## config.mk

```make
export PLATFORM = sky130hd
export DESIGN_NAME = yuyv_to_yuv420_planar
export DESIGN_NICKNAME = d
export VERILOG_FILES = /design/src/yvp_pkg.sv /design/src/yvp_raster.sv /design/src/yuyv_to_yuv420_planar.sv
export SDC_FILE = /design/constraint.sdc
export NUM_CORES = 1
export LEC_CHECK = 0
export BUFFER_PORTS_ARGS = -buffer_cell sky130_fd_sc_hd__buf_2
export CAP_MARGIN = 20
export CORE_AREA = 3 3 195 197
export DETAILED_ROUTE_END_ITERATION = 6
export DIE_AREA = 0 0 198 200
export GPL_ROUTABILITY_DRIVEN = 0
export GPL_TIMING_DRIVEN = 1
export PLACE_DENSITY = 0.7
export SLEW_MARGIN = 20
export SYNTH_ARGS = -nofsm -noshare
export SYNTH_HDL_FRONTEND = slang
export SYNTH_HIERARCHICAL = 1
export SYNTH_SLANG_ARGS = --single-unit
export TNS_END_PERCENT = 100
```

## constraint.sdc

```tcl
create_clock -name clk_i -period 6.7 [get_ports clk_i]
set_input_delay 1.34 -clock clk_i [delete_from_list [all_inputs] [get_ports clk_i]]
set_output_delay 1.34 -clock clk_i [all_outputs]
set_load 0.01 [all_outputs]
```

## src/yvp_pkg.sv

```systemverilog
// shared constants, types and size helper for the yuyv to yuv420 planar converter
// no dependencies
`default_nettype none

package yvp_pkg;

  localparam int unsigned SizeW   = 12;
  localparam int unsigned AddrW   = 23;
  localparam int unsigned ColW    = 12;
  localparam int unsigned RowW    = 11;
  localparam int unsigned LumaW   = 22;
  localparam int unsigned ChromaW = 20;
  localparam int unsigned PlaneW  = 2;
  localparam int unsigned RegIdxW = 1;
  localparam int unsigned ByteW   = 8;

  localparam logic [SizeW-1:0] MAX_WIDTH    = 12'd2048;
  localparam logic [SizeW-1:0] MAX_HEIGHT   = 12'd2048;
  localparam logic [SizeW-1:0] RESET_WIDTH  = 12'd640;
  localparam logic [SizeW-1:0] RESET_HEIGHT = 12'd480;

  localparam logic [RegIdxW-1:0] REG_FRAME_WIDTH  = 1'd0;
  localparam logic [RegIdxW-1:0] REG_FRAME_HEIGHT = 1'd1;

  localparam logic [PlaneW-1:0] PLANE_Y = 2'd0;
  localparam logic [PlaneW-1:0] PLANE_U = 2'd1;
  localparam logic [PlaneW-1:0] PLANE_V = 2'd2;

  typedef struct packed {
    logic              valid;
    logic [PlaneW-1:0] plane;
    logic [AddrW-1:0]  addr;
    logic [ByteW-1:0]  sample;
    logic              last;
  } yvp_result_t;

  // clamp, round down to even, floor at two
  function automatic logic [SizeW-1:0] eff_size(input logic [SizeW-1:0] val,
                                                input logic [SizeW-1:0] limit);
    logic [SizeW-1:0] s;
    s = (val > limit) ? limit : val;
    s[0] = 1'b0;
    if (s < 12'd2) begin
      s = 12'd2;
    end
    return s;
  endfunction

endpackage

`default_nettype wire

```

## src/yvp_raster.sv

```systemverilog
// raster position counters and planar address generation
// depends on yvp_pkg
`default_nettype none

module yvp_raster (
  input  wire logic                       clk_i,
  input  wire logic                       rst_ni,
  input  wire logic                       restart_i,
  input  wire logic                       step_i,
  input  wire logic [yvp_pkg::ByteW-1:0]  sample_i,
  input  wire logic [yvp_pkg::SizeW-1:0]  width_i,
  input  wire logic [yvp_pkg::SizeW-1:0]  height_i,
  output yvp_pkg::yvp_result_t            result_o
);
  import yvp_pkg::*;

  logic [ColW-1:0]    col_q, col_d;
  logic [RowW-1:0]    row_q, row_d;
  logic [LumaW-1:0]   y_q, y_d;
  logic [ChromaW-1:0] u_q, u_d;
  logic [ChromaW-1:0] v_q, v_d;
  logic [AddrW-1:0]   u_base_q, v_base_q;
  logic [2*SizeW-1:0] area;
  logic [SizeW:0]     two_w;
  logic               line_end, frame_end, is_y, is_u, is_v;

  assign area  = width_i * height_i;
  assign two_w = {width_i, 1'b0};

  always_ff @(posedge clk_i or negedge rst_ni) begin
    if (!rst_ni) begin
      u_base_q <= 23'd307200;
      v_base_q <= 23'd384000;
    end else begin
      u_base_q <= AddrW'(area);
      v_base_q <= AddrW'(area + (area >> 2));
    end
  end

  assign line_end  = {1'b0, col_q} >= (two_w - 13'd1);
  assign frame_end = line_end && ({1'b0, row_q} >= (height_i - 12'd1));
  assign is_y = !col_q[0];
  assign is_u = !row_q[0] && (col_q[1:0] == 2'b01);
  assign is_v = row_q[0] && (col_q[1:0] == 2'b11);

  always_comb begin
    result_o.valid  = is_y || is_u || is_v;
    result_o.sample = sample_i;
    result_o.last   = frame_end;
    if (is_y) begin
      result_o.plane = PLANE_Y;
      result_o.addr  = {1'b0, y_q};
    end else if (is_u) begin
      result_o.plane = PLANE_U;
      result_o.addr  = u_base_q + AddrW'(u_q);
    end else begin
      result_o.plane = PLANE_V;
      result_o.addr  = v_base_q + AddrW'(v_q);
    end
  end

  always_comb begin
    col_d = col_q;
    row_d = row_q;
    y_d   = y_q;
    u_d   = u_q;
    v_d   = v_q;
    if (restart_i || (step_i && frame_end)) begin
      col_d = '0;
      row_d = '0;
      y_d   = '0;
      u_d   = '0;
      v_d   = '0;
    end else if (step_i) begin
      if (line_end) begin
        col_d = '0;
        row_d = row_q + 11'd1;
      end else begin
        col_d = col_q + 12'd1;
      end
      if (is_y) begin
        y_d = y_q + 22'd1;
      end
      if (is_u) begin
        u_d = u_q + 20'd1;
      end
      if (is_v) begin
        v_d = v_q + 20'd1;
      end
    end
  end

  always_ff @(posedge clk_i or negedge rst_ni) begin
    if (!rst_ni) begin
      col_q <= '0;
      row_q <= '0;
      y_q   <= '0;
      u_q   <= '0;
      v_q   <= '0;
    end else begin
      col_q <= col_d;
      row_q <= row_d;
      y_q   <= y_d;
      u_q   <= u_d;
      v_q   <= v_d;
    end
  end

endmodule

`default_nettype wire

```

## src/yuyv_to_yuv420_planar.sv

```systemverilog
// top level: packed yuyv 4:2:2 byte stream to planar 4:2:0 buffer writes
// depends on yvp_pkg and yvp_raster
//
// input channel: one yuyv byte per request, raster order, 2*width bytes a line.
// output channel: at most one buffer write per input byte (plane, byte offset,
// value, frame_last on the write from the frame's final byte); bytes that
// carry no sample (u on odd lines, v on even lines) give no write.
// config port: index 0 frame width, index 1 frame height; any write restarts
// the frame at offset zero. sizes are clamped to 2..2048 and rounded to even.
// path: an accepted byte goes to the input register, then its write to the
// result register, which drives the outputs.
// throughput: one byte per cycle unless the receiver stalls, set by the single
// pass from input register via counter and address adder to result register.
// reset: sizes return to 640x480 and the frame restarts; both stages empty.
// stall: while the receiver holds ready low, the result register holds and
// one more byte waits in the input register; after that in_ready_o drops.
`default_nettype none

module yuyv_to_yuv420_planar (
  input  wire logic                         clk_i,
  input  wire logic                         rst_ni,
  input  wire logic                         cfg_we_i,
  input  wire logic [yvp_pkg::RegIdxW-1:0]  cfg_index_i,
  input  wire logic [yvp_pkg::SizeW-1:0]    cfg_wdata_i,
  input  wire logic                         in_valid_i,
  output      logic                         in_ready_o,
  input  wire logic [yvp_pkg::ByteW-1:0]    packed_byte_i,
  output      logic                         out_valid_o,
  input  wire logic                         out_ready_i,
  output      logic [yvp_pkg::PlaneW-1:0]   plane_select_o,
  output      logic [yvp_pkg::AddrW-1:0]    buffer_address_o,
  output      logic [yvp_pkg::ByteW-1:0]    sample_value_o,
  output      logic                         frame_last_o
);
  import yvp_pkg::*;

  logic [SizeW-1:0]  width_q, height_q;
  logic              in_vld_q;
  logic [ByteW-1:0]  in_byte_q;
  logic              out_vld_q;
  logic [PlaneW-1:0] plane_q;
  logic [AddrW-1:0]  addr_q;
  logic [ByteW-1:0]  sample_q;
  logic              last_q;
  logic              advance, step, in_fire;
  yvp_result_t       result;

  assign advance    = !out_vld_q || out_ready_i;
  assign step       = in_vld_q && advance;
  assign in_ready_o = !in_vld_q || advance;
  assign in_fire    = in_valid_i && in_ready_o;

  always_ff @(posedge clk_i or negedge rst_ni) begin
    if (!rst_ni) begin
      width_q  <= RESET_WIDTH;
      height_q <= RESET_HEIGHT;
    end else if (cfg_we_i) begin
      case (cfg_index_i)
        REG_FRAME_WIDTH:  width_q  <= eff_size(cfg_wdata_i, MAX_WIDTH);
        REG_FRAME_HEIGHT: height_q <= eff_size(cfg_wdata_i, MAX_HEIGHT);
        default: ;
      endcase
    end
  end

  yvp_raster u_raster (
    .clk_i     (clk_i),
    .rst_ni    (rst_ni),
    .restart_i (cfg_we_i),
    .step_i    (step),
    .sample_i  (in_byte_q),
    .width_i   (width_q),
    .height_i  (height_q),
    .result_o  (result)
  );

  always_ff @(posedge clk_i or negedge rst_ni) begin
    if (!rst_ni) begin
      in_vld_q <= 1'b0;
    end else if (in_fire) begin
      in_vld_q <= 1'b1;
    end else if (advance) begin
      in_vld_q <= 1'b0;
    end
  end

  always_ff @(posedge clk_i) begin
    if (in_fire) begin
      in_byte_q <= packed_byte_i;
    end
  end

  always_ff @(posedge clk_i or negedge rst_ni) begin
    if (!rst_ni) begin
      out_vld_q <= 1'b0;
    end else if (step) begin
      out_vld_q <= result.valid;
    end else if (out_ready_i) begin
      out_vld_q <= 1'b0;
    end
  end

  always_ff @(posedge clk_i) begin
    if (step && result.valid) begin
      plane_q  <= result.plane;
      addr_q   <= result.addr;
      sample_q <= result.sample;
      last_q   <= result.last;
    end
  end

  assign out_valid_o      = out_vld_q;
  assign plane_select_o   = plane_q;
  assign buffer_address_o = addr_q;
  assign sample_value_o   = sample_q;
  assign frame_last_o     = last_q;

endmodule

`default_nettype wire

```

==> metrics.txt, run 1 <==
sequential power share 25.3%; maximum fanout encountered on the critical timing path 7; top cell type's share of synthesized area 21.06%; starting DRC count in detailed routing 634; share of the clock period used by the worst path 98.38%; number of nets still failing antenna checks after routing 0; clock transition at the register clock pins on the worst setup and hold paths after CTS 80 ps; met2 Use GR 33.27%; Avg Synthesized Cell Area 9.412 µm²; met3 track demand over resource 2.602%; maximum frequency from static timing analysis 0.1517 GHz; routed wire length 36.48 mm; quantity of I/O buffers inserted on ports 60; RSZ-0062 raised after global routing yes; share of power burned in the clock network 16.0%; switching component of the power 2.752 mW; count of unique library cells instantiated by Yosys 84; share of flip-flops with an asynchronous set or reset 78.68%; CP Data Required Time 7090 ps; met1 usage in global routing 24.87%; post-detailed-route via-to-cell ratio 5.340; Die W 198 µm; critical path class reg2reg; number of core rows 70; Rel. slew slack 40.19%; count of antenna diodes in the layout 0; most instantiated library cell after synthesis sky130_fd_sc_hd__nand2_1; GRT Max-Usage Layer met2; standard cell area after detailed placement 17,470 µm²; Hold Worst Slack 421.7 ps; CTS Buffer Depth 2; layout cells sized above 1 14.81%; Post-synth top flop sky130_fd_sc_hd__dfrtp_1; Top Ports 62; post-synthesis instance total 1,742; Min-Delay Path Class reg2reg; Switching Fraction 41.89%; depth of the CTS H-tree 4; max-capacitance violation count 0; most common library cells after synthesis sky130_fd_sc_hd__nand2_1 (186), sky130_fd_sc_hd__inv_1 (167), sky130_fd_sc_hd__ha_1 (154), sky130_fd_sc_hd__nor2_1 (144), sky130_fd_sc_hd__dfrtp_1 (138); Final Max Slew Viols 0; cell taking the most area after synthesis sky130_fd_sc_hd__dfrtp_1; Power Density 352.3 nW/µm²; top area cells in the synthesized netlist sky130_fd_sc_hd__dfrtp_1 (21%), sky130_fd_sc_hd__fa_1 (13%), sky130_fd_sc_hd__ha_1 (12%), sky130_fd_sc_hd__edfxtp_1 (7.7%), sky130_fd_sc_hd__xnor2_1 (4.5%); number of warnings issued by yosys 6; drt wl/cell 15.69 µm; internal portion of total power 3.818 mW; growth of design area from synthesis to finish 13.74%; standby leakage power 8.940 nW; number of synthesized flops with an enable pin 42; CTS tree built; die height 200 µm; total count of hold-check failures in the final report 0; sequential element share of the synthesized area 31.48%; core utilization of the finished layout 51.18%; result of the run finished, final reports clean; core footprint 36,430 µm²; clock latency of the later-clocked register in the worst-skew pair 450 ps; power consumption 6.570 mW; cell area after synthesis 16,400 µm²; maximum vdd ir drop 0.2541 mV; GR Util All Layers 18.86%; via count of the first global-routing pass 12,530; residual overflow from global routing 0; maximum number of pins on one net before global-route repair 92; die footprint 39,600 µm²; CP Launch Type flip-flop; endpoint class of the critical path flip-flop; synthesized flop and latch total 197; shortest period the worst path allows 6591 ps; Remaining DRCs 0; data arrival time of the critical path 6980 ps; first-pass GRT wire length 60.89 mm; number of buffers created by CTS 17; summed negative setup slack over all endpoints 0 ps; Root Driver sky130_fd_sc_hd__clkbuf_16; hpwl dp 28.43 mm; clock sink count 197; final std cell area, no fill 18,650 µm²; Layout Skew 14.80 ps; final setup violating endpoints 0; Least-Margin Pin Slew 895.0 ps; 1st-pass router iterations 6; antenna violations before repair 0; NumNets Final 2,127; combinational share of power 58.6%; effective utilization at floorplan 45.00%; routed via count 12,420
sequential cells by signal, summed over array words and instances, names as in the netlist, 8 cells and up:
register           cells
buffer_address_o      23
height_q              11
in_byte_q              8
sample_value_o         8
u_raster/col_q        12
u_raster/row_q        11
u_raster/u_base_q     23
u_raster/u_q          20
u_raster/v_base_q     23
u_raster/v_q          20
u_raster/y_q          22
width_q               11
worst paths after layout:
path	from	end	slack, ps	cells after the start
hold reg to reg	in_byte_q[3]	sample_value_o[3]	420	0
setup / recovery	height_q[5]	u_raster/v_base_q[21]	110	25
hold / removal	in_byte_q[3]	sample_value_o[3]	420	0
max in group asynchronous	rst_ni	u_raster/v_base_q[8]	4420	2
min in group asynchronous	rst_ni	out_valid_o	980	1
setup reg to reg	height_q[5]	u_raster/v_base_q[21]	110	25
area by class of cell:
type | instances | area (µm²)
Timing Repair Buffer | 137 | 917.1
Inverter | 167 | 629.4
Clock buffer | 18 | 429.2
Fill cell | 3298 | 17790
Clock inverter | 14 | 176.4
Tap cell | 468 | 585.6
Sequential cell | 197 | 5167
Multi-Input combinational cell | 1324 | 10740
worst max-delay path, cell delays in order, from the launching register on:
cell and delay (ps):
sky130_fd_sc_hd__dfstp_2 670, sky130_fd_sc_hd__nand2_2 80, sky130_fd_sc_hd__fa_1 520, sky130_fd_sc_hd__fa_1 440
sky130_fd_sc_hd__fa_1 530, sky130_fd_sc_hd__inv_1 60, sky130_fd_sc_hd__fa_1 530, sky130_fd_sc_hd__inv_1 50
sky130_fd_sc_hd__fa_1 520, sky130_fd_sc_hd__inv_1 60, sky130_fd_sc_hd__ha_4 240, sky130_fd_sc_hd__o21ai_1 170
sky130_fd_sc_hd__nand2b_1 140, sky130_fd_sc_hd__a41o_4 270, sky130_fd_sc_hd__o31ai_4 240, sky130_fd_sc_hd__o21bai_1 100
sky130_fd_sc_hd__a21o_1 190, sky130_fd_sc_hd__a21o_1 170, sky130_fd_sc_hd__a21oi_2 160, sky130_fd_sc_hd__xnor2_2 180
sky130_fd_sc_hd__ha_1 310, sky130_fd_sc_hd__buf_4 160, sky130_fd_sc_hd__a21oi_1 190, sky130_fd_sc_hd__o21ai_2 120
sky130_fd_sc_hd__nor4b_2 270, sky130_fd_sc_hd__a211o_1 130
per-layer routing:
layer	part of all wire, %	up-vias
met4	1.3	0
met2	49	244
li1	-	6061
met3	3.5	33
met5	0	-
met1	46	6077
power groups by stage:
stage	logic (mW)	registers (mW)	clock network [mW]
finish	3.85	1.66	1.05
global route	4.28	1.68	1.12
CTS	3.43	1.66	1.08
detailed placement	3.33	1.69	0
global placement	3.22	1.68	0
floorplan	2.49	1.64	0
placed cells by master, fill, tap and decap left out, drive strengths merged, types with 12 or more instances in the layout:
| cell type | netlist | final |
|---|---|---|
| nor2b | 13 | 13 |
| nand2b | 28 | 28 |
| buf | 20 | 137 |
| fa | 103 | 103 |
| nand4 | 25 | 25 |
| dfstp | 17 | 17 |
| dfrtp | 138 | 138 |
| nand3 | 43 | 43 |
| a21o | 49 | 49 |
| a21oi | 73 | 73 |
| edfxtp | 42 | 42 |
| and2 | 72 | 72 |
| or3 | 14 | 14 |
| o211ai | 12 | 12 |
| ha | 154 | 154 |
| o21ai | 72 | 72 |
| nor2 | 144 | 144 |
| clkbuf | 41 | 18 |
| inv | 167 | 174 |
| nor3 | 24 | 24 |
| and3 | 23 | 23 |
| nand2 | 187 | 187 |
| xor2 | 72 | 72 |
| xnor2 | 84 | 84 |
timing repair:
action,4_1_cts,5_1_grt
setup buffers,3,16
pin swaps,4,58
endpoints found under the hold margin,0,0
endpoints found under the setup margin,2,4
hold buffers,0,0
cloned,0,0
gates resized for setup,8,70
logic make-up after synthesis:
kind of cell               Yosys count  synth area share, %
adders and majority gates          257                24.33
other                                1              0.02287
buffers and inverters              228                5.601
xor gates and xnor gates           156                8.333
AOI/OAI and AO/OA                  296                12.03
muxes                                7               0.4807
DFF                                197                31.48
and+or+nand+nor                    600                17.73
through the flow:
stage | worst slack (ps) | instances
3_5_place_dp | -140.4 | 2274
4_1_cts | 6.736 | 2309
6_report | 108.6 | 2325
2_1_floorplan | 28.28 | 1749
3_3_place_gp | 10.11 | 2274
5_1_grt | -142.3 | 2325
(Power assumes the default switching activity.)
==> inputs of run 2 (changes only) <==
--- a/config.mk
+++ b/config.mk
@@ -7,12 +7,15 @@
 export LEC_CHECK = 0
 export BUFFER_PORTS_ARGS = -buffer_cell sky130_fd_sc_hd__buf_2
 export CAP_MARGIN = 20
+export CELL_PAD_IN_SITES_DETAIL_PLACEMENT = 0
+export CELL_PAD_IN_SITES_GLOBAL_PLACEMENT = 1
 export CORE_AREA = 3 3 195 197
 export DETAILED_ROUTE_END_ITERATION = 6
 export DIE_AREA = 0 0 198 200
 export GPL_ROUTABILITY_DRIVEN = 0
 export GPL_TIMING_DRIVEN = 1
-export PLACE_DENSITY = 0.7
+export PLACE_DENSITY = 0.84
+export SETUP_SLACK_MARGIN = 0.5
 export SLEW_MARGIN = 20
 export SYNTH_ARGS = -nofsm -noshare
 export SYNTH_HDL_FRONTEND = slang
==> constraint.sdc (replaced) <==
create_clock -name clk_i -period 6.7 [get_ports clk_i]
set_input_delay 0.335 -clock clk_i [delete_from_list [all_inputs] [get_ports clk_i]]
set_output_delay 0.335 -clock clk_i [all_outputs]
set_load 0.01 [all_outputs]
==> run 2 against run 1 <==
Against the previous run: first-iteration DRC count grew 16%; largest power group unchanged; critical path depth grew 1; fmax rose by 1.8%; highest routed layer unchanged; worst setup slack better by 120 ps; routed wire length is 8.2% higher; largest cell class unchanged; non-clock buffer count increased by 12; global-route usage grew 1.5 points.
==> metrics.txt, run 2 (synthesis results as in run 1) <==
result of the run finished, final reports clean; number of placed instances, taps included 2,249; count of antenna diodes in the layout 0; core utilization of the finished layout 52.32%; share of the clock period used by the worst path 96.65%; die footprint 39,600 µm²; CP Launch Type flip-flop; Least-Margin Pin Slew 1021 ps; data arrival time of the critical path 6830 ps; endpoint class of the critical path flip-flop; number of core rows 70; RSZ-0062 raised after global routing yes; power consumption 7.106 mW; core footprint 36,430 µm²; CTS tree built; Min-Delay Path Class in2reg; number of buffers created by CTS 17; die height 200 µm; commonest non-fill, non-tap cell in the layout sky130_fd_sc_hd__nand2_1; starting DRC count in detailed routing 737; total count of hold-check failures in the final report 0; Switching Fraction 42.68%; clock transition at the register clock pins on the worst setup and hold paths after CTS 80 ps; maximum number of pins on one net before global-route repair 90; routed via count 12,520; Hold Worst Slack 54.60 ps; clock latency of the later-clocked register in the worst-skew pair 460 ps; growth of design area from synthesis to finish 16.28%; capture instance of the worst register-to-register path u_raster/v_base_q[20]; effective utilization at floorplan 45.00%; commonest cells after routing, fill and taps aside sky130_fd_sc_hd__nand2_1 (179), sky130_fd_sc_hd__inv_1 (152), sky130_fd_sc_hd__nor2_1 (141); Die W 198 µm; 1st-pass router iterations 5; Layout Skew 15.22 ps; max-capacitance violation count 0; Top Ports 62; CTS Buffer Depth 2; first-pass GRT wire length 64.31 mm; CP Data Required Time 7050 ps; final setup violating endpoints 0; layout cells sized above 1 17.66%; count of cells along the worst register-to-register path 26; NumNets Final 2,139; Power Density 372.7 nW/µm²; critical path class reg2reg; GR Util All Layers 20.39%; Rel. slew slack 31.67%; Final Max Slew Viols 0; number of nets still failing antenna checks after routing 0; shortest period the worst path allows 6476 ps; clock sink count 197; drt wl/cell 16.89 µm; routed wire length 39.48 mm; Cell Count, Final, Fillers Out 2,337; share of power burned in the clock network 15.1%; R2R Setup Slk 220 ps; summed negative setup slack over all endpoints 0 ps; depth of the CTS H-tree 4; sequential power share 23.5%; switching component of the power 3.033 mW; maximum vdd ir drop 0.3274 mV; hpwl dp 30.08 mm; beginning of the worst register-to-register path height_q[5]; Root Driver sky130_fd_sc_hd__clkbuf_16; Remaining DRCs 0; combinational share of power 61.5%; Worst Setup EP u_raster/v_base_q[20]; via count of the first global-routing pass 12,580; antenna violations before repair 0; maximum frequency from static timing analysis 0.1544 GHz; standby leakage power 9.082 nW; start point of the critical path height_q[5]; internal portion of total power 4.073 mW; maximum fanout encountered on the critical timing path 4; quantity of I/O buffers inserted on ports 60; residual overflow from global routing 0; post-detailed-route via-to-cell ratio 5.359
==> run 2: area by class of cell <==
class | count | area [µm²]
tap | 468 | 585.6
inverter | 167 | 626.9
timing repair buffer | 149 | 1045
multi-input combinational | 1324 | 11010
fill | 3230 | 17370
sequential | 197 | 5179
clock inverter | 15 | 191.4
clock buffer | 17 | 425.4
==> run 2: worst max-delay path, cell delays in order (launching register included) <==
cell and delay (ps):
sky130_fd_sc_hd__dfstp_4 690, sky130_fd_sc_hd__nand2_4 60, sky130_fd_sc_hd__fa_1 490, sky130_fd_sc_hd__fa_1 580, sky130_fd_sc_hd__inv_2 50, sky130_fd_sc_hd__fa_1 510
sky130_fd_sc_hd__fa_1 510, sky130_fd_sc_hd__inv_1 50, sky130_fd_sc_hd__fa_1 480, sky130_fd_sc_hd__inv_2 50, sky130_fd_sc_hd__ha_4 250, sky130_fd_sc_hd__a21oi_4 150
sky130_fd_sc_hd__o22ai_2 100, sky130_fd_sc_hd__o21bai_4 190, sky130_fd_sc_hd__o41ai_4 330, sky130_fd_sc_hd__buf_4 190, sky130_fd_sc_hd__o21ai_2 70, sky130_fd_sc_hd__a21oi_2 190
sky130_fd_sc_hd__xnor2_2 170, sky130_fd_sc_hd__ha_2 290, sky130_fd_sc_hd__buf_4 130, sky130_fd_sc_hd__o22ai_2 80, sky130_fd_sc_hd__buf_4 150, sky130_fd_sc_hd__a31o_1 200
sky130_fd_sc_hd__nor2b_1 110, sky130_fd_sc_hd__o21ai_1 90, sky130_fd_sc_hd__a211oi_2 220
==> run 2: metrics by stage <==
stage	cell area [µm²]	worst slack, ps
2_1_floorplan	16680	500.4
3_3_place_gp	17480	174.6
3_5_place_dp	17480	31.44
4_1_cts	18580	286.6
5_1_grt	19060	49.16
6_report	19060	224.3
==> run 2: routing by layer <==
layer | part of all wire [%] | vias to the layer above | wire length (µm) | GRT usage, %
met5 | 0 | - | 0 | 0
met4 | 2.7 | 0 | 1071 | 6.396
met3 | 4.2 | 53 | 1675 | 3.592
met2 | 49 | 297 | 19170 | 34.64
met1 | 44 | 6091 | 17570 | 26.80
li1 | - | 6083 | - | -
==> run 2: timing repair <==
action                                  4_1_cts  5_1_grt
endpoints found under the setup margin        5        7
hold endpoints to repair                     52        0
buffers inserted                             35       20
hold buffers                                  1        0
pin swaps                                    36       51
resized for setup                            45       60
==> run 2: worst min-delay path by stage <==
stage / from / endpoint / slack [ps] / cells past startpoint
3_5_place_dp: in_byte_q[4] / sample_value_o[4] / 400 / 0
5_1_grt: packed_byte_i[7] / in_byte_q[7] / 40 / 1
6_report: packed_byte_i[5] / in_byte_q[5] / 50 / 1
2_1_floorplan: rst_ni / height_q[10] / 40 / 0
3_3_place_gp: in_byte_q[7] / sample_value_o[7] / 400 / 0
4_1_cts: packed_byte_i[5] / in_byte_q[5] / 30 / 1
==> run 2: power groups by stage <==
stage               registers, mW  clock network (mW)  logic, mW
floorplan                    1.64                   0       2.63
global placement             1.69                   0       3.29
detailed placement           1.69                   0       3.38
CTS                          1.66                1.10       3.84
global route                 1.69                1.15       4.80
finish                       1.67                1.07       4.37
